## src/hts_pkg.sv

```systemverilog
// ----------------------------------------------------------------------------
// hts_pkg: shared types and codes for the heap top-k selector
// Datapath command codes, command/status structs and fixed field widths.
// ----------------------------------------------------------------------------
package hts_pkg;

    localparam int SAMPLE_W   = 32;
    localparam int POSITION_W = 16;
    localparam int CFG_IDX_W  = 2;
    localparam int CFG_DATA_W = 5;

    // register indexes of the configuration port
    localparam logic [CFG_IDX_W-1:0] CFG_KEEP_COUNT    = 2'd0;
    localparam logic [CFG_IDX_W-1:0] CFG_SORTED_OUTPUT = 2'd1;
    localparam logic [CFG_IDX_W-1:0] CFG_LARGEST_MODE  = 2'd2;

    // datapath operations
    localparam logic [3:0] DP_NOP     = 4'd0;
    localparam logic [3:0] DP_LOAD    = 4'd1;
    localparam logic [3:0] DP_RD_ROOT = 4'd2;
    localparam logic [3:0] DP_REPLACE = 4'd3;
    localparam logic [3:0] DP_SIFT_RD = 4'd4;
    localparam logic [3:0] DP_SIFT_ST = 4'd5;
    localparam logic [3:0] DP_SWAP_RD = 4'd6;
    localparam logic [3:0] DP_SWAP    = 4'd7;
    localparam logic [3:0] DP_RB_RD   = 4'd8;
    localparam logic [3:0] DP_RB_WR   = 4'd9;
    localparam logic [3:0] DP_BP_RD   = 4'd10;
    localparam logic [3:0] DP_BP_LD   = 4'd11;
    localparam logic [3:0] DP_EM_RD   = 4'd12;

    typedef struct packed {
        logic [3:0] op;
        logic       capture;   // input transaction this cycle, latch sample
        logic       largest;   // row ordering: keep largest values
    } hts_cmd_t;

    typedef struct packed {
        logic beaten;          // sample strictly better than root
        logic stop;            // sift-down finished this step
    } hts_stat_t;

endpackage

```

## src/hts_intf.sv

```systemverilog
// ----------------------------------------------------------------------------
// hts_intf: stream interfaces of the heap top-k selector
// Sample input channel and position output channel, valid/ready.
// ----------------------------------------------------------------------------
interface hts_in_if;
    logic                                valid;
    logic                                ready;
    logic signed [hts_pkg::SAMPLE_W-1:0] sample_value;
    logic                                row_end;

    modport source (output valid, output sample_value, output row_end, input ready);
    modport sink   (input valid, input sample_value, input row_end, output ready);
endinterface

interface hts_out_if;
    logic                            valid;
    logic                            ready;
    logic [hts_pkg::POSITION_W-1:0]  position;
    logic                            final_result;

    modport source (output valid, output position, output final_result, input ready);
    modport sink   (input valid, input position, input final_result, output ready);
endinterface

```

## src/hts_datapath.sv

```systemverilog
// ----------------------------------------------------------------------------
// hts_datapath: heap storage and sift-down compare unit
// Heap and by-position memories with registered reads, moving-entry register.
// ----------------------------------------------------------------------------
module hts_datapath #(
    parameter int MAX_K      = 16,
    parameter int MAX_N      = 65536,
    parameter int VALUE_BITS = 32
) (
    input  logic                                clk,
    input  hts_pkg::hts_cmd_t                   cmd,
    input  logic [(MAX_K > 1 ? $clog2(MAX_K) : 1)-1:0] addr,
    input  logic [$clog2(MAX_K + 1)-1:0]        size_arg,
    input  logic [$clog2(MAX_N)-1:0]            pos_arg,
    input  logic signed [hts_pkg::SAMPLE_W-1:0] sample_value,
    output hts_pkg::hts_stat_t                  stat,
    output logic [$clog2(MAX_N)-1:0]            rd_pos
);

    localparam int KW  = (MAX_K > 1) ? $clog2(MAX_K) : 1;
    localparam int KCW = $clog2(MAX_K + 1);
    localparam int SW  = KCW + 1;
    localparam int PW  = $clog2(MAX_N);
    localparam int EXT = (VALUE_BITS > hts_pkg::SAMPLE_W) ? VALUE_BITS : hts_pkg::SAMPLE_W;

    typedef logic signed [VALUE_BITS-1:0] val_t;

    function automatic logic better(input logic largest, input val_t a, input val_t b);
        better = largest ? (a > b) : (a < b);
    endfunction

    // a worse than b: worse value, or equal value at a higher position
    function automatic logic worse(input logic largest, input val_t av, input logic [PW-1:0] ap,
                                   input val_t bv, input logic [PW-1:0] bp);
        if (av == bv)
            worse = ap > bp;
        else
            worse = better(largest, bv, av);
    endfunction

    val_t            heap_val_mem [MAX_K];
    logic [PW-1:0]   heap_pos_mem [MAX_K];
    val_t            bp_mem       [MAX_K];

    val_t            rda_val_reg, rdb_val_reg, bp_rd_reg, key_reg, cur_val_reg;
    val_t            cur_val_next;
    logic [PW-1:0]   rda_pos_reg, rdb_pos_reg, cur_pos_reg, cur_pos_next;
    logic [KW-1:0]   idx_reg, idx_next;
    logic [KCW-1:0]  size_reg, size_next;

    logic signed [EXT-1:0] sample_ext;
    val_t            key_in;
    logic [SW-1:0]   l_full, r_full;
    logic [KW-1:0]   l_sel, r_sel, ra, rb;
    logic            has_l, has_r, worse_l, worse_r, go_l, go_r, beaten;
    logic            we, bp_we;
    logic [KW-1:0]   wa;
    val_t            wv;
    logic [PW-1:0]   wp;

    assign sample_ext = EXT'(sample_value);
    assign key_in     = sample_ext[VALUE_BITS-1:0];

    assign l_full = (SW'(idx_reg) << 1) + SW'(1);
    assign r_full = l_full + SW'(1);
    assign l_sel  = (l_full < SW'(MAX_K)) ? KW'(l_full) : '0;
    assign r_sel  = (r_full < SW'(MAX_K)) ? KW'(r_full) : '0;
    assign has_l  = l_full < SW'(size_reg);
    assign has_r  = r_full < SW'(size_reg);

    assign worse_l = worse(cmd.largest, rda_val_reg, rda_pos_reg, cur_val_reg, cur_pos_reg);
    assign worse_r = worse(cmd.largest, rdb_val_reg, rdb_pos_reg, cur_val_reg, cur_pos_reg);
    assign go_l    = has_r ? (worse_l && !better(cmd.largest, rda_val_reg, rdb_val_reg))
                           : (has_l && worse_l);
    assign go_r    = has_r && !go_l && worse_r;
    assign beaten  = better(cmd.largest, key_reg, rda_val_reg);

    assign rd_pos = rda_pos_reg;

    always_comb
    begin
        ra = '0;
        rb = '0;
        unique case (cmd.op)
            hts_pkg::DP_SIFT_RD:
            begin
                ra = l_sel;
                rb = r_sel;
            end
            hts_pkg::DP_SWAP_RD: rb = addr;
            hts_pkg::DP_RB_RD,
            hts_pkg::DP_EM_RD:   ra = addr;
            default: ;
        endcase
    end

    always_comb
    begin
        we           = 1'b0;
        bp_we        = 1'b0;
        wa           = idx_reg;
        wv           = cur_val_reg;
        wp           = cur_pos_reg;
        cur_val_next = cur_val_reg;
        cur_pos_next = cur_pos_reg;
        idx_next     = idx_reg;
        size_next    = size_reg;
        stat.beaten  = 1'b0;
        stat.stop    = 1'b0;
        unique case (cmd.op)
            hts_pkg::DP_LOAD:
            begin
                cur_val_next = cmd.capture ? key_in : key_reg;
                cur_pos_next = pos_arg;
                idx_next     = addr;
                size_next    = size_arg;
            end
            hts_pkg::DP_REPLACE:
            begin
                stat.beaten = beaten;
                if (beaten)
                begin
                    cur_val_next = key_reg;
                    cur_pos_next = pos_arg;
                    idx_next     = '0;
                    size_next    = size_arg;
                end
            end
            hts_pkg::DP_SIFT_ST:
            begin
                we = 1'b1;
                if (go_l)
                begin
                    wv       = rda_val_reg;
                    wp       = rda_pos_reg;
                    idx_next = l_sel;
                end
                else if (go_r)
                begin
                    wv       = rdb_val_reg;
                    wp       = rdb_pos_reg;
                    idx_next = r_sel;
                end
                else
                    stat.stop = 1'b1;
            end
            hts_pkg::DP_SWAP:
            begin
                // root goes to the tail slot, old tail sifts from the root
                we           = 1'b1;
                wa           = addr;
                wv           = rda_val_reg;
                wp           = rda_pos_reg;
                cur_val_next = rdb_val_reg;
                cur_pos_next = rdb_pos_reg;
                idx_next     = '0;
                size_next    = size_arg;
            end
            hts_pkg::DP_RB_WR: bp_we = 1'b1;
            hts_pkg::DP_BP_LD:
            begin
                cur_val_next = bp_rd_reg;
                cur_pos_next = pos_arg;
                idx_next     = addr;
                size_next    = size_arg;
            end
            default: ;
        endcase
    end

    always_ff @(posedge clk)
    begin
        if (we)
        begin
            heap_val_mem[wa] <= wv;
            heap_pos_mem[wa] <= wp;
        end
        if (bp_we)
            bp_mem[KW'(rda_pos_reg)] <= rda_val_reg;
        rda_val_reg <= heap_val_mem[ra];
        rda_pos_reg <= heap_pos_mem[ra];
        rdb_val_reg <= heap_val_mem[rb];
        rdb_pos_reg <= heap_pos_mem[rb];
        bp_rd_reg   <= bp_mem[addr];
        if (cmd.capture)
            key_reg <= key_in;
        cur_val_reg <= cur_val_next;
        cur_pos_reg <= cur_pos_next;
        idx_reg     <= idx_next;
        size_reg    <= size_next;
    end

endmodule

```

## src/hts_ctrl.sv

```systemverilog
// ----------------------------------------------------------------------------
// hts_ctrl: sequencer of the heap top-k selector
// Row bookkeeping, configuration registers, insert/sort/emit state machine.
// ----------------------------------------------------------------------------
module hts_ctrl #(
    parameter int MAX_K = 16,
    parameter int MAX_N = 65536
) (
    input  logic                                clk,
    input  logic                                rst_n,
    input  logic                                cfg_we,
    input  logic [hts_pkg::CFG_IDX_W-1:0]       cfg_index,
    input  logic [hts_pkg::CFG_DATA_W-1:0]      cfg_wdata,
    input  logic                                in_valid,
    input  logic                                in_row_end,
    output logic                                in_ready,
    output logic                                out_valid,
    input  logic                                out_ready,
    output logic [hts_pkg::POSITION_W-1:0]      out_position,
    output logic                                out_final,
    output hts_pkg::hts_cmd_t                   cmd,
    output logic [(MAX_K > 1 ? $clog2(MAX_K) : 1)-1:0] addr,
    output logic [$clog2(MAX_K + 1)-1:0]        size_arg,
    output logic [$clog2(MAX_N)-1:0]            pos_arg,
    input  hts_pkg::hts_stat_t                  stat,
    input  logic [$clog2(MAX_N)-1:0]            rd_pos
);

    localparam int KW  = (MAX_K > 1) ? $clog2(MAX_K) : 1;
    localparam int KCW = $clog2(MAX_K + 1);
    localparam int PW  = $clog2(MAX_N);
    localparam int CW  = $clog2(MAX_N + 1);

    localparam logic [3:0] S_IDLE    = 4'd0;
    localparam logic [3:0] S_CHK     = 4'd1;
    localparam logic [3:0] S_SIFT_RD = 4'd2;
    localparam logic [3:0] S_SIFT_ST = 4'd3;
    localparam logic [3:0] S_END     = 4'd4;
    localparam logic [3:0] S_RB_RD   = 4'd5;
    localparam logic [3:0] S_RB_WR   = 4'd6;
    localparam logic [3:0] S_BP_RD   = 4'd7;
    localparam logic [3:0] S_BP_LD   = 4'd8;
    localparam logic [3:0] S_SW_RD   = 4'd9;
    localparam logic [3:0] S_SW      = 4'd10;
    localparam logic [3:0] S_EM_RD   = 4'd11;
    localparam logic [3:0] S_EM_LD   = 4'd12;
    localparam logic [3:0] S_CNT     = 4'd13;
    localparam logic [3:0] S_WAIT    = 4'd14;

    localparam logic [1:0] PH_INSERT  = 2'd0;
    localparam logic [1:0] PH_REBUILD = 2'd1;
    localparam logic [1:0] PH_SORT    = 2'd2;

    logic [3:0]     state_reg, state_next;
    logic [1:0]     phase_reg, phase_next;
    logic [CW-1:0]  seen_reg, seen_next;
    logic [KCW-1:0] row_k_reg, row_k_next, em_n_reg, em_n_next, lc_reg, lc_next;
    logic           row_sorted_reg, row_sorted_next, row_largest_reg, row_largest_next;
    logic           row_end_reg, row_end_next, cnt_mode_reg, cnt_mode_next;
    logic           out_valid_reg, out_valid_next, out_final_reg, out_final_next;
    logic [hts_pkg::POSITION_W-1:0] out_pos_reg, out_pos_next;
    logic [hts_pkg::CFG_DATA_W-1:0] cfg_keep_reg;
    logic           cfg_sorted_reg, cfg_largest_reg;
    logic [KCW-1:0] k_sat, k_now;
    logic           n_le_k, n_lt_k;

    assign k_sat = (32'(cfg_keep_reg) > 32'(MAX_K)) ? KCW'(MAX_K) : KCW'(cfg_keep_reg);
    assign k_now = (seen_reg == '0) ? k_sat : row_k_reg;
    assign n_le_k = 32'(seen_reg) <= 32'(row_k_reg);
    assign n_lt_k = 32'(seen_reg) <  32'(row_k_reg);

    assign in_ready     = (state_reg == S_IDLE);
    assign out_valid    = out_valid_reg;
    assign out_position = out_pos_reg;
    assign out_final    = out_final_reg;

    always_comb
    begin
        state_next       = state_reg;
        phase_next       = phase_reg;
        seen_next        = seen_reg;
        row_k_next       = row_k_reg;
        row_sorted_next  = row_sorted_reg;
        row_largest_next = row_largest_reg;
        row_end_next     = row_end_reg;
        em_n_next        = em_n_reg;
        lc_next          = lc_reg;
        cnt_mode_next    = cnt_mode_reg;
        out_valid_next   = out_valid_reg;
        out_final_next   = out_final_reg;
        out_pos_next     = out_pos_reg;
        cmd.op           = hts_pkg::DP_NOP;
        cmd.capture      = 1'b0;
        cmd.largest      = row_largest_reg;
        addr             = lc_reg[KW-1:0];
        size_arg         = row_k_reg;
        pos_arg          = PW'(seen_reg - CW'(1));
        unique case (state_reg)
            S_IDLE:
            begin
                if (in_valid)
                begin
                    cmd.capture  = 1'b1;
                    row_end_next = in_row_end;
                    if (seen_reg == '0)
                    begin
                        row_k_next       = k_sat;
                        row_sorted_next  = cfg_sorted_reg;
                        row_largest_next = cfg_largest_reg;
                    end
                    if (32'(seen_reg) < 32'(MAX_N))
                    begin
                        seen_next = seen_reg + CW'(1);
                        if (32'(seen_reg) < 32'(k_now))
                        begin
                            // fill phase: slot k-1-c, sift within k
                            cmd.op     = hts_pkg::DP_LOAD;
                            addr       = KW'(k_now - KCW'(1) - KCW'(seen_reg));
                            size_arg   = k_now;
                            pos_arg    = PW'(seen_reg);
                            phase_next = PH_INSERT;
                            state_next = S_SIFT_RD;
                        end
                        else if (k_now != '0)
                        begin
                            cmd.op     = hts_pkg::DP_RD_ROOT;
                            state_next = S_CHK;
                        end
                        else
                            state_next = S_END;
                    end
                    else
                        state_next = S_END;
                end
            end
            S_CHK:
            begin
                cmd.op = hts_pkg::DP_REPLACE;
                if (stat.beaten)
                begin
                    phase_next = PH_INSERT;
                    state_next = S_SIFT_RD;
                end
                else
                    state_next = S_END;
            end
            S_SIFT_RD:
            begin
                cmd.op     = hts_pkg::DP_SIFT_RD;
                state_next = S_SIFT_ST;
            end
            S_SIFT_ST:
            begin
                cmd.op = hts_pkg::DP_SIFT_ST;
                if (!stat.stop)
                    state_next = S_SIFT_RD;
                else
                begin
                    unique case (phase_reg)
                        PH_REBUILD:
                        begin
                            if (lc_reg + KCW'(1) == em_n_reg)
                            begin
                                if (em_n_reg > KCW'(1))
                                begin
                                    lc_next    = em_n_reg - KCW'(1);
                                    state_next = S_SW_RD;
                                end
                                else
                                begin
                                    lc_next    = '0;
                                    state_next = S_EM_RD;
                                end
                            end
                            else
                            begin
                                lc_next    = lc_reg + KCW'(1);
                                state_next = S_BP_RD;
                            end
                        end
                        PH_SORT:
                        begin
                            if (lc_reg == KCW'(1))
                            begin
                                lc_next    = '0;
                                state_next = S_EM_RD;
                            end
                            else
                            begin
                                lc_next    = lc_reg - KCW'(1);
                                state_next = S_SW_RD;
                            end
                        end
                        default: state_next = S_END;
                    endcase
                end
            end
            S_END:
            begin
                if (!row_end_reg)
                    state_next = S_IDLE;
                else
                begin
                    seen_next = '0;
                    em_n_next = n_le_k ? KCW'(seen_reg) : row_k_reg;
                    if (row_k_reg == '0)
                        state_next = S_IDLE;
                    else if (n_le_k && !row_sorted_reg)
                    begin
                        lc_next    = '0;
                        state_next = S_CNT;
                    end
                    else if (n_lt_k)
                    begin
                        // short sorted row: loaded slots are k-n .. k-1
                        lc_next    = row_k_reg - KCW'(seen_reg);
                        state_next = S_RB_RD;
                    end
                    else if (row_sorted_reg && row_k_reg > KCW'(1))
                    begin
                        lc_next    = row_k_reg - KCW'(1);
                        state_next = S_SW_RD;
                    end
                    else
                    begin
                        lc_next    = '0;
                        state_next = S_EM_RD;
                    end
                end
            end
            S_RB_RD:
            begin
                cmd.op     = hts_pkg::DP_RB_RD;
                state_next = S_RB_WR;
            end
            S_RB_WR:
            begin
                cmd.op = hts_pkg::DP_RB_WR;
                if (lc_reg == row_k_reg - KCW'(1))
                begin
                    lc_next    = '0;
                    state_next = S_BP_RD;
                end
                else
                begin
                    lc_next    = lc_reg + KCW'(1);
                    state_next = S_RB_RD;
                end
            end
            S_BP_RD:
            begin
                cmd.op     = hts_pkg::DP_BP_RD;
                state_next = S_BP_LD;
            end
            S_BP_LD:
            begin
                cmd.op     = hts_pkg::DP_BP_LD;
                addr       = KW'(em_n_reg - KCW'(1) - lc_reg);
                size_arg   = em_n_reg;
                pos_arg    = PW'(lc_reg);
                phase_next = PH_REBUILD;
                state_next = S_SIFT_RD;
            end
            S_SW_RD:
            begin
                cmd.op     = hts_pkg::DP_SWAP_RD;
                state_next = S_SW;
            end
            S_SW:
            begin
                cmd.op     = hts_pkg::DP_SWAP;
                size_arg   = lc_reg;
                phase_next = PH_SORT;
                state_next = S_SIFT_RD;
            end
            S_EM_RD:
            begin
                cmd.op     = hts_pkg::DP_EM_RD;
                state_next = S_EM_LD;
            end
            S_EM_LD:
            begin
                out_pos_next   = hts_pkg::POSITION_W'(rd_pos);
                out_valid_next = 1'b1;
                out_final_next = (lc_reg == em_n_reg - KCW'(1));
                cnt_mode_next  = 1'b0;
                state_next     = S_WAIT;
            end
            S_CNT:
            begin
                out_pos_next   = hts_pkg::POSITION_W'(lc_reg);
                out_valid_next = 1'b1;
                out_final_next = (lc_reg == em_n_reg - KCW'(1));
                cnt_mode_next  = 1'b1;
                state_next     = S_WAIT;
            end
            S_WAIT:
            begin
                if (out_ready)
                begin
                    out_valid_next = 1'b0;
                    if (out_final_reg)
                        state_next = S_IDLE;
                    else
                    begin
                        lc_next    = lc_reg + KCW'(1);
                        state_next = cnt_mode_reg ? S_CNT : S_EM_RD;
                    end
                end
            end
            default: state_next = S_IDLE;
        endcase
    end

    always_ff @(posedge clk or negedge rst_n)
    begin
        if (!rst_n)
        begin
            state_reg       <= S_IDLE;
            phase_reg       <= PH_INSERT;
            seen_reg        <= '0;
            row_k_reg       <= KCW'(1);
            row_sorted_reg  <= 1'b1;
            row_largest_reg <= 1'b1;
            row_end_reg     <= 1'b0;
            em_n_reg        <= '0;
            lc_reg          <= '0;
            cnt_mode_reg    <= 1'b0;
            out_valid_reg   <= 1'b0;
            out_final_reg   <= 1'b0;
            cfg_keep_reg    <= hts_pkg::CFG_DATA_W'(1);
            cfg_sorted_reg  <= 1'b1;
            cfg_largest_reg <= 1'b1;
        end
        else
        begin
            state_reg       <= state_next;
            phase_reg       <= phase_next;
            seen_reg        <= seen_next;
            row_k_reg       <= row_k_next;
            row_sorted_reg  <= row_sorted_next;
            row_largest_reg <= row_largest_next;
            row_end_reg     <= row_end_next;
            em_n_reg        <= em_n_next;
            lc_reg          <= lc_next;
            cnt_mode_reg    <= cnt_mode_next;
            out_valid_reg   <= out_valid_next;
            out_final_reg   <= out_final_next;
            if (cfg_we)
            begin
                priority case (cfg_index)
                    hts_pkg::CFG_KEEP_COUNT:    cfg_keep_reg    <= cfg_wdata;
                    hts_pkg::CFG_SORTED_OUTPUT: cfg_sorted_reg  <= cfg_wdata[0];
                    hts_pkg::CFG_LARGEST_MODE:  cfg_largest_reg <= cfg_wdata[0];
                    default: ;
                endcase
            end
        end
    end

    always_ff @(posedge clk)
    begin
        out_pos_reg <= out_pos_next;
    end

endmodule

```

## src/heap_topk_index_select.sv

```systemverilog
// ----------------------------------------------------------------------------
// heap_topk_index_select: streaming top-k position selector
// Per item: an accept state, a root compare (replacement only), a memory
//   read and a compare/write state per visited sift level, and an end state.
// Row end: sorted mode runs k-1 swap+sift passes (n-1 for a rebuilt short row),
//   then each emitted position passes a read, a load and a wait state, held
//   until the sink is ready (count and wait for a row of at most k in heap order).
// Reset initialises control and configuration; heap memories are not cleared.
// ----------------------------------------------------------------------------
module heap_topk_index_select #(
    parameter int MAX_K      = 16,
    parameter int MAX_N      = 65536,
    parameter int VALUE_BITS = 32
) (
    input  logic                           clk,
    input  logic                           rst_n,
    input  logic                           cfg_we,
    input  logic [hts_pkg::CFG_IDX_W-1:0]  cfg_index,
    input  logic [hts_pkg::CFG_DATA_W-1:0] cfg_wdata,
    hts_in_if.sink                         in_ch,
    hts_out_if.source                      out_ch
);

    // One item is worked on at a time. The heap lives in a two-read,
    // one-write memory; a sift-down keeps the moving entry in a register
    // and walks it down one level per read and compare/write, which sets the rate.
    // Short sorted rows go through a by-position buffer before rebuilding.

    localparam int KW  = (MAX_K > 1) ? $clog2(MAX_K) : 1;
    localparam int KCW = $clog2(MAX_K + 1);
    localparam int PW  = $clog2(MAX_N);

    hts_pkg::hts_cmd_t  cmd;
    hts_pkg::hts_stat_t stat;
    logic [KW-1:0]      addr;
    logic [KCW-1:0]     size_arg;
    logic [PW-1:0]      pos_arg, rd_pos;

    hts_ctrl #(
        .MAX_K (MAX_K),
        .MAX_N (MAX_N)
    ) u_ctrl (
        .clk          (clk),
        .rst_n        (rst_n),
        .cfg_we       (cfg_we),
        .cfg_index    (cfg_index),
        .cfg_wdata    (cfg_wdata),
        .in_valid     (in_ch.valid),
        .in_row_end   (in_ch.row_end),
        .in_ready     (in_ch.ready),
        .out_valid    (out_ch.valid),
        .out_ready    (out_ch.ready),
        .out_position (out_ch.position),
        .out_final    (out_ch.final_result),
        .cmd          (cmd),
        .addr         (addr),
        .size_arg     (size_arg),
        .pos_arg      (pos_arg),
        .stat         (stat),
        .rd_pos       (rd_pos)
    );

    hts_datapath #(
        .MAX_K      (MAX_K),
        .MAX_N      (MAX_N),
        .VALUE_BITS (VALUE_BITS)
    ) u_datapath (
        .clk          (clk),
        .cmd          (cmd),
        .addr         (addr),
        .size_arg     (size_arg),
        .pos_arg      (pos_arg),
        .sample_value (in_ch.sample_value),
        .stat         (stat),
        .rd_pos       (rd_pos)
    );

endmodule
```

## src/flat_wrapper.sv

```systemverilog
// flat-port wrapper written by rule: the top's interface ports become plain ports
module heap_topk_index_select_flat 
#(
    parameter int MAX_K      = 16,
    parameter int MAX_N      = 65536,
    parameter int VALUE_BITS = 32
)
  (clk, rst_n, cfg_we, cfg_index, cfg_wdata, in_ch_valid, in_ch_sample_value, in_ch_row_end, in_ch_ready, out_ch_valid, out_ch_position, out_ch_final_result, out_ch_ready);
  hts_in_if in_ch_i ();
  hts_out_if out_ch_i ();
  input  logic clk;
  input  logic rst_n;
  input  logic cfg_we;
  input  logic [hts_pkg::CFG_IDX_W-1:0] cfg_index;
  input  logic [hts_pkg::CFG_DATA_W-1:0] cfg_wdata;
  input wire logic [$bits(in_ch_i.valid)-1:0] in_ch_valid;
  input wire logic [$bits(in_ch_i.sample_value)-1:0] in_ch_sample_value;
  input wire logic [$bits(in_ch_i.row_end)-1:0] in_ch_row_end;
  output wire logic [$bits(in_ch_i.ready)-1:0] in_ch_ready;
  output wire logic [$bits(out_ch_i.valid)-1:0] out_ch_valid;
  output wire logic [$bits(out_ch_i.position)-1:0] out_ch_position;
  output wire logic [$bits(out_ch_i.final_result)-1:0] out_ch_final_result;
  input wire logic [$bits(out_ch_i.ready)-1:0] out_ch_ready;
  assign in_ch_i.valid = in_ch_valid;
  assign in_ch_i.sample_value = in_ch_sample_value;
  assign in_ch_i.row_end = in_ch_row_end;
  assign in_ch_ready = in_ch_i.ready;
  assign out_ch_valid = out_ch_i.valid;
  assign out_ch_position = out_ch_i.position;
  assign out_ch_final_result = out_ch_i.final_result;
  assign out_ch_i.ready = out_ch_ready;
  heap_topk_index_select #(.MAX_K(MAX_K), .MAX_N(MAX_N), .VALUE_BITS(VALUE_BITS)) u_core (.clk(clk), .rst_n(rst_n), .cfg_we(cfg_we), .cfg_index(cfg_index), .cfg_wdata(cfg_wdata), .in_ch(in_ch_i), .out_ch(out_ch_i));
endmodule
```

## config.mk

```make
export PLATFORM = sky130hd
export DESIGN_NAME = heap_topk_index_select_flat
export DESIGN_NICKNAME = d
export VERILOG_FILES = /design/src/hts_pkg.sv /design/src/hts_intf.sv /design/src/hts_datapath.sv /design/src/hts_ctrl.sv /design/src/heap_topk_index_select.sv /design/src/flat_wrapper.sv
export SDC_FILE = /design/constraint.sdc
export NUM_CORES = 2
export LEC_CHECK = 0
export BUFFER_PORTS_ARGS = -buffer_cell sky130_fd_sc_hd__buf_2
export CAP_MARGIN = 15
export CORE_AREA = 5 5 330 462
export CTS_CLUSTER_SIZE = 12
export DETAILED_ROUTE_END_ITERATION = 16
export DIE_AREA = 0 0 335 467
export PLACE_DENSITY = 0.74
export SYNTH_ARGS = -nofsm -noshare
export SYNTH_HDL_FRONTEND = slang
export SYNTH_SLANG_ARGS = --single-unit
export TNS_END_PERCENT = 1
```

## constraint.sdc

```tcl
create_clock -name clk -period 6.8 [get_ports clk]
set_clock_uncertainty 0.2 [all_clocks]
set_input_delay 1.7 -clock clk [delete_from_list [all_inputs] [get_ports clk]]
set_output_delay 1.7 -clock clk [all_outputs]
set_load 0.01 [all_outputs]
```

Yosys cells after proc, flatten, opt, wreduce, memory -nomap -nowiden
Memory sizes are Yosys's and may differ from the RTL's. A register that Yosys moved wholly into a read port is not among the register bits.
Index checks and enable logic that the tools add are counted.
{"block": "word_totals", "word_cells": 254, "input_bits": 45, "ram_bits": 1280, "memories": 3, "register_bits": 156}
{"block": "classes", "eq_ne": 46, "addsub": 12, "magnitude_cmp": 21, "reduce_logical": 44, "muxes": 107}
{"name": "u_core.u_datapath.bp_mem", "words": 16, "width": 32, "read_ports": 1, "rd_clocked_by_memory_dff": 1, "write_ports": 1, "line": "hts_datapath.sv:43", "text": "val_t bp_mem [MAX_K];"}
{"name": "u_core.u_datapath.heap_val_mem", "words": 16, "width": 32, "read_ports": 2, "rd_clocked_by_memory_dff": 2, "write_ports": 1, "line": "hts_datapath.sv:41", "text": "val_t heap_val_mem [MAX_K];"}
{"name": "u_core.u_datapath.heap_pos_mem", "words": 16, "width": 16, "read_ports": 2, "rd_clocked_by_memory_dff": 2, "write_ports": 1, "line": "hts_datapath.sv:42", "text": "logic [PW-1:0] heap_pos_mem [MAX_K];"}
{"operator": "32-bit greater-than comparator", "n": 4}
{"operator": "32-bit < comparator", "n": 4}
{"operator": "32-bit 2-to-1 mux", "n": 4}
{"operator": "32-bit one-hot mux with 4 select lines", "n": 1}
{"operator": "16-bit 2-to-1 mux", "n": 6}
{"operator": "16-bit one-hot mux with 2 select lines", "n": 3}
{"operator": "5-bit 2-to-1 mux", "n": 19}
{"operator": "4-bit 2-to-1 mux", "n": 19}
{"operator": "32-bit equality test", "n": 2}
{"operator": "32-bit one-hot mux with 2 select lines", "n": 1}
{"operator": "4-bit one-hot mux with 13 select lines", "n": 1}
{"operator": "17-bit 2-to-1 mux", "n": 3}
{"operator": "16-bit one-hot mux with 3 select lines", "n": 1}
{"operator": "4-bit equality test, second input constant", "n": 11}
{"operator": "4-bit one-hot mux with 11 select lines", "n": 1}
{"operator": "17-bit by 5-bit < comparator with 1-bit output", "n": 2}
{"operator": "17-bit one-hot mux with 2 select lines", "n": 1}
{"operator": "4-bit by 3-bit equality test with 1-bit output, second input constant", "n": 8}
{"operator": "16-bit greater-than comparator", "n": 2}
{"operator": "4-bit one-hot mux with 2 select lines", "n": 4}
{"operator": "2-bit 2-to-1 mux", "n": 11}
{"operator": "5-bit one-hot mux with 2 select lines", "n": 2}
{"operator": "5-bit one-hot mux with 4 select lines", "n": 1}
{"operator": "2-bit AND reduction", "n": 10}
{"operator": "other kinds (47)", "n": 109}

Depth between registers and ports, before layout
{"block": "logic_depth", "word_depth": 14, "mapped_depth": 22, "ltp_nobuf": 19}

Cells and area by module
From an unflattened synthesis, not the netlist that was laid out.
{"block": "unflattened", "cells_unflattened": 6206, "hier_area_um2": 74181.1}
{"mod": "hts_datapath", "area_per_inst_um2": 68390.6, "cells_each": 5520, "seq_area_each_um2": 43351.6, "n_inst": 1}
{"mod": "hts_ctrl", "area_per_inst_um2": 5790.6, "cells_each": 686, "seq_area_each_um2": 1764.2, "n_inst": 1}

Worst setup path before layout
OpenSTA, ideal clock, no wires.
{"block": "synth_timing", "path_kind": "register to register", "startpoint": "register u_core.u_ctrl.seen_reg[1]", "endpoint": "memory u_core.u_datapath.heap_pos_mem[15][0] (netlist name) (enable)", "required_ps": 6131, "path_slack_ps": 43, "synth_period_minus_slack_ps": 6757, "stages_incl_launch_ff": 19, "arrival_time_ps": 6087, "setup_ps": 469, "path_buffers": 1, "path_cell_list": "dfrtp_1 inv_1 ha_1 nor4b_1 nand4_1 nand2b_1 clkbuf_1 a21oi_1 inv_1 ha_1 nor3b_1 nand4_1 a21oi_1 o2bb2ai_4 o311ai_1 nand3_1 nand2_1 nand2_1 a21oi_1"}
{"block": "synth_between", "elab_chain_cells": 13, "elab_cells_between_ends": 23, "cone_classes": "2 x add/sub; 2 x order compare; 2 x eq/ne; 14 x mux; 3 x reduce/logical"}
{"item": "from (decl)", "line": "hts_ctrl.sv:56", "text": "logic [CW-1:0] seen_reg, seen_next;"}
{"item": "from (signal assigned)", "line": "hts_ctrl.sv:339", "text": "seen_reg <= seen_next;"}
{"item": "17-bit logical NOT (*)", "line": "hts_ctrl.sv:68", "text": "assign k_now = (seen_reg == '0) ? k_sat : row_k_reg;"}
{"item": "5-bit 2-to-1 mux (*)"}
{"item": "named net u_core.u_ctrl.k_now[1]", "line": "hts_ctrl.sv:64", "text": "logic [KCW-1:0] k_sat, k_now;"}
{"item": "branches (longest 11 deep; another with 17-bit by 5-bit < comparator with 1-bit output)"}
{"item": "to (decl)", "line": "hts_datapath.sv:42"}
Mark *: on every way through the listed nets, which the timed path passes.

Worst setup path in the final report
{"block": "layout_timing", "startpoint": "register u_core.u_ctrl.seen_reg[0]", "endpoint": "memory u_core.u_datapath.heap_val_mem[2][20] (netlist name) (enable)"}
{"block": "layout_between", "elab_chain_cells": 13, "elab_cells_between_ends": 23, "cone_classes": "2 x add/sub; 2 x order compare; 2 x eq/ne; 14 x mux; 3 x reduce/logical"}
{"item": "17-bit logical NOT (*)", "line": "hts_ctrl.sv:68"}
{"item": "5-bit 2-to-1 mux (*)"}
{"item": "named net u_core.u_ctrl.k_now[1]", "line": "hts_ctrl.sv:64"}
{"item": "branches (longest 11 deep; another with 17-bit by 5-bit < comparator with 1-bit output)"}
{"item": "to (decl)", "line": "hts_datapath.sv:41"}
Marks and branches as above.

==> key figures <==
Critical path
  • CP top delay family: simple AND/OR/NAND/NOR gates
  • Cell-by-cell trace of the critical path: inv_1 -> ha_1 -> nor4b_1 -> nand4_1 -> nand2b_1 -> buf_4 -> nor2_1 -> a21oi_1 -> inv_1 -> ha_1 -> nor3b_1 -> nand4_1 -> a21oi_1 -> o2bb2ai_4 -> mux2i_1 -> and2_4 -> nor3_1 -> a31oi_1 -> nand2b_1 -> nor2_4 -> buf_12
  • FF-to-FF path depth: 21
  • Crit path arrival time: 6.57 ns
  • Crit-path slowest cell: nor2_4
  • Startpoint types: flip-flop
  • Flop2flop setup slack: 0.49 ns
  • R2R Path Start: u_core.u_ctrl.seen_reg[0]$_DFFE_PN0P_
  • Worst path bufs/invs: 4
  • Crit path capture type: flip-flop
  • Critical setup path kind: reg -> reg
  • Crit Reg-Reg Endpoint: u_core.u_datapath.heap_val_mem[2][20]$_DFFE_PP_
  • Worst setup path start: u_core.u_ctrl.seen_reg[0]$_DFFE_PN0P_
  • Max stage delay on crit path: 0.89 ns
  • CP max FO: 30
  • Required time of the critical path: 7.06 ns

Floorplan
  • Die ar.: 0.156 mm^2
  • Initial Util: about 50%
  • Ports: between 60 and 70
  • DIE WIDTH: 335 um
  • Core ar.: ~0.15 mm^2
  • Die height: around 470 um
  • Rows: ~170

Min path
  • Worst Hold Path Cells: 1
  • Hold Path Origin: u_core.u_datapath.key_reg[0]$_DFF_P_
  • Worst Hold Class: reg -> reg
  • WHS Endpoint: u_core.u_datapath.key_reg[0]$_DFF_P_

Routing
  • First-pass DRT Iterations: 6
  • Routed WL per cell: about 26 um
  • DR vias: ~53000
  • # DRC: 0
  • Antenna Nets Post-Route: 0
  • Routed wire length: around 210 mm
  • Vias per std cell: 6.47
  • Iter 0 DRT Violations: a little over 6000

Run
  • Number of max-cap violations: 0

Clock tree
  • Clock Latency Late Sink: approximately 0.8 ns
  • Hold Buf Count CTS: 0
  • CTS sink cnt: between 1500 and 2000
  • Clock-pin slew on the worst setup and hold paths: roughly 0.06 ns
  • Clock Tree Buf Depth: 3
  • Root Driver: clkbuf_16
  • CTS resizes: 0
  • # Post-CTS Setup Buffers: 0
  • CTS tree: done
  • H-tree levels: 4
  • CTS Buf Count: ~150

Placement
  • Port bufs: 63
  • Placer Congestion: ~0.93
  • Placed Area: roughly 0.076 mm^2
  • Setup WS pre-CTS: ~0.6 ns
  • Final HPWL from detailed placement: 122 mm

Logic synthesis
  • Synth warn: 0
  • Yosys top cell by area: edfxtp_1
  • Post-Synthesis Cells: a little over 6000
  • Cell Area, Synth: 0.0733 mm^2
  • Post-synth EDFFs: 1353
  • Top cells by area, synth: edfxtp_1 (55%), nand2_1 (6.7%), dfxtp_1 (4.4%), mux2i_1 (4.2%), ha_1 (3.4%)
  • Share of the synthesized area in the top cell type: between 50% and 60%
  • Post-synthesis register bit count: 1564
  • Post-Syn Nets: 6441
  • Yosys cell types: just under 80
  • Dominant synthesized flop cell: edfxtp_1
  • Synthesized area per cell: 11.8 um^2
  • Register area share after synthesis: 61.5%
  • Synth async-reset ratio: around 3.3%

Timing
  • Slew Limit Fails: 0
  • Fin crit share: 92.9%
  • PnR worst setup slack: 0.486 ns
  • Worst hold margin: roughly 0.33 ns
  • Unrepaired setup endpoints after global routing: no
  • Max_slew headroom: between 20 and 25%
  • Final setup viols: 0
  • Worst-margin pin slew: between 1 and 1.5 ns
  • Post-route minimum period: 6.31 ns
  • Setup_tns: 0 ns
  • Fmax: between 0.15 and 0.2 GHz
  • Final Hold Viols: 0

Finish
  • Design Area, Final: approximately 0.08 mm^2
  • Post-Route Utilization: roughly 55%
  • Largest registers: u_core.u_datapath.bp_mem (512), u_core.u_datapath.heap_val_mem (512), u_core.u_datapath.heap_pos_mem (256)
  • Final #Nets: between 6000 and 7000
  • Share of cells above drive strength 1: 8.93%
  • P&R area growth vs syn: 10.5%
  • Fill cells: about 12000

Run status
  • Status: completed

GRT
  • First-pass GRT wire length: 313 mm
  • Grt ovf: 0
  • Initial antenna violation count: 10
  • GRT Resource Usage Total: roughly a quarter
  • Largest net degree at the start of global routing: between 150 and 200
  • Vias in the first global route: between 50000 and 60000

Power and ir drop
  • Power Density: ~530 mW/mm^2
  • Worst VDD drop: 805 uV
  • LEAKAGE: just under 0.03 uW
-- routing by layer --
metal / share of wire (%) / track usage, %
met4: 5.3 / 13.2
met3: 9.7 / 4.93
met2: 49 / 44.2
met1: 36 / 32.0
met5: 0.018 / 0
-- worst max path at each step --
stage | endpoint | slack, ns | cells after the start
detailed placement | u_core.u_datapath.heap_val_mem[2][8]$_DFFE_PP_ | 0.61 | 21
global placement | u_core.u_datapath.heap_val_mem[2][9]$_DFFE_PP_ | 0.60 | 21
floorplan | u_core.u_datapath.heap_pos_mem[15][0]$_DFFE_PP_ | 0.04 | 18
CTS | u_core.u_datapath.heap_val_mem[2][4]$_DFFE_PP_ | 0.59 | 21
finish | u_core.u_datapath.heap_val_mem[2][20]$_DFFE_PP_ | 0.49 | 21
global route | u_core.u_datapath.heap_val_mem[2][20]$_DFFE_PP_ | 0.22 | 21
-- logic make-up after synthesis --
logic type	after synthesis	synth area share (%)
buffers and inverters	568	2.98
adders and majority gates	201	3.46
AOI/OAI and AO/OA	1323	12.4
xor gates and xnor gates	56	0.669
muxes	400	6.37
and+or+nand+nor	2083	12.6
DFF	1564	61.5
-- per-stage QoR --
step / power, uW / std cells
floorplan: 27900 / 6195
global placement: 34000 / 7898
detailed placement: 34600 / 7898
CTS: 42700 / 8166
global route: 45300 / 8167
finish: 43000 / 8169
-- report_power, final --
part           total (uW)  internal (uW)  switching, uW
Combinational       19900           6350          13600
Clock                8020           4440           3580
Sequential          15000          13700           1360
-- placed cells by master, fill, tap and decap left out, types with 10 or more instances in the layout --
| cell | synthesis | layout |
|---|---|---|
| nand2_1 | 1313 | 1308 |
| edfxtp_1 | 1353 | 1353 |
| mux2i_1 | 304 | 304 |
| a221o_1 | 50 | 50 |
| clkbuf_16 | 0 | 158 |
| ha_1 | 198 | 198 |
| nand3_1 | 205 | 204 |
| a311oi_1 | 144 | 144 |
| nor2_1 | 139 | 107 |
| buf_12 | 0 | 45 |
| a32oi_1 | 132 | 132 |
| nor2_4 | 0 | 31 |
| and2_1 | 17 | 13 |
| xnor2_1 | 34 | 34 |
| or4_1 | 56 | 56 |
| dfrtp_1 | 45 | 45 |
| nor3_1 | 45 | 39 |
| mux2_2 | 47 | 47 |
| o21a_1 | 10 | 10 |
| a21o_1 | 64 | 64 |
| dfxtp_1 | 160 | 160 |
| or3_1 | 10 | 10 |
| xor2_1 | 22 | 22 |
| a21oi_1 | 415 | 411 |
| inv_1 | 128 | 128 |
| a31oi_1 | 16 | 15 |
| buf_4 | 0 | 89 |
| and3_1 | 107 | 107 |
| buf_2 | 14 | 63 |
| o21ai_0 | 163 | 161 |
| o31ai_1 | 13 | 12 |
| clkbuf_1 | 396 | 84 |
| a221oi_1 | 57 | 57 |
| nand4_1 | 33 | 33 |
| a211oi_1 | 160 | 160 |
| nand2b_1 | 19 | 19 |
| nor2b_1 | 95 | 93 |
| a22oi_1 | 34 | 34 |
| mux4_2 | 48 | 48 |
-- cell type report --
| class | instances | area, um^2 | share of cell area [%] |
|---|---|---|---|
| Clock buffer | 249 | 4370 | 5.39 |
| Antenna cell | 3 | 7.51 | 0.00926 |
| Sequential cell | 1564 | 45100 | 55.7 |
| Multi-Input combinational cell | 4063 | 26500 | 32.7 |
| Clock inverter | 19 | 262 | 0.323 |
| Tap cell | 1943 | 2430 | 3.00 |
| Inverter | 131 | 492 | 0.607 |
| Timing Repair Buffer | 197 | 1880 | 2.33 |
-- Yosys cell counts, types with 45 or more instances --
cell and count:
or4_1 56, nor2_1 139, ha_1 198, inv_1 128
clkbuf_1 396, nand3_1 205, a21o_1 64, dfrtp_1 45
a21oi_1 415, nor3_1 45, nand2_1 1313, mux2_2 47
mux2i_1 304, mux4_2 48, edfxtp_1 1353, a221oi_1 57
and3_1 107, a311oi_1 144, o21ai_0 163, a32oi_1 132
dfxtp_1 160, a221o_1 50, a211oi_1 160, nor2b_1 95
Power figures use the tool's default switching activity.
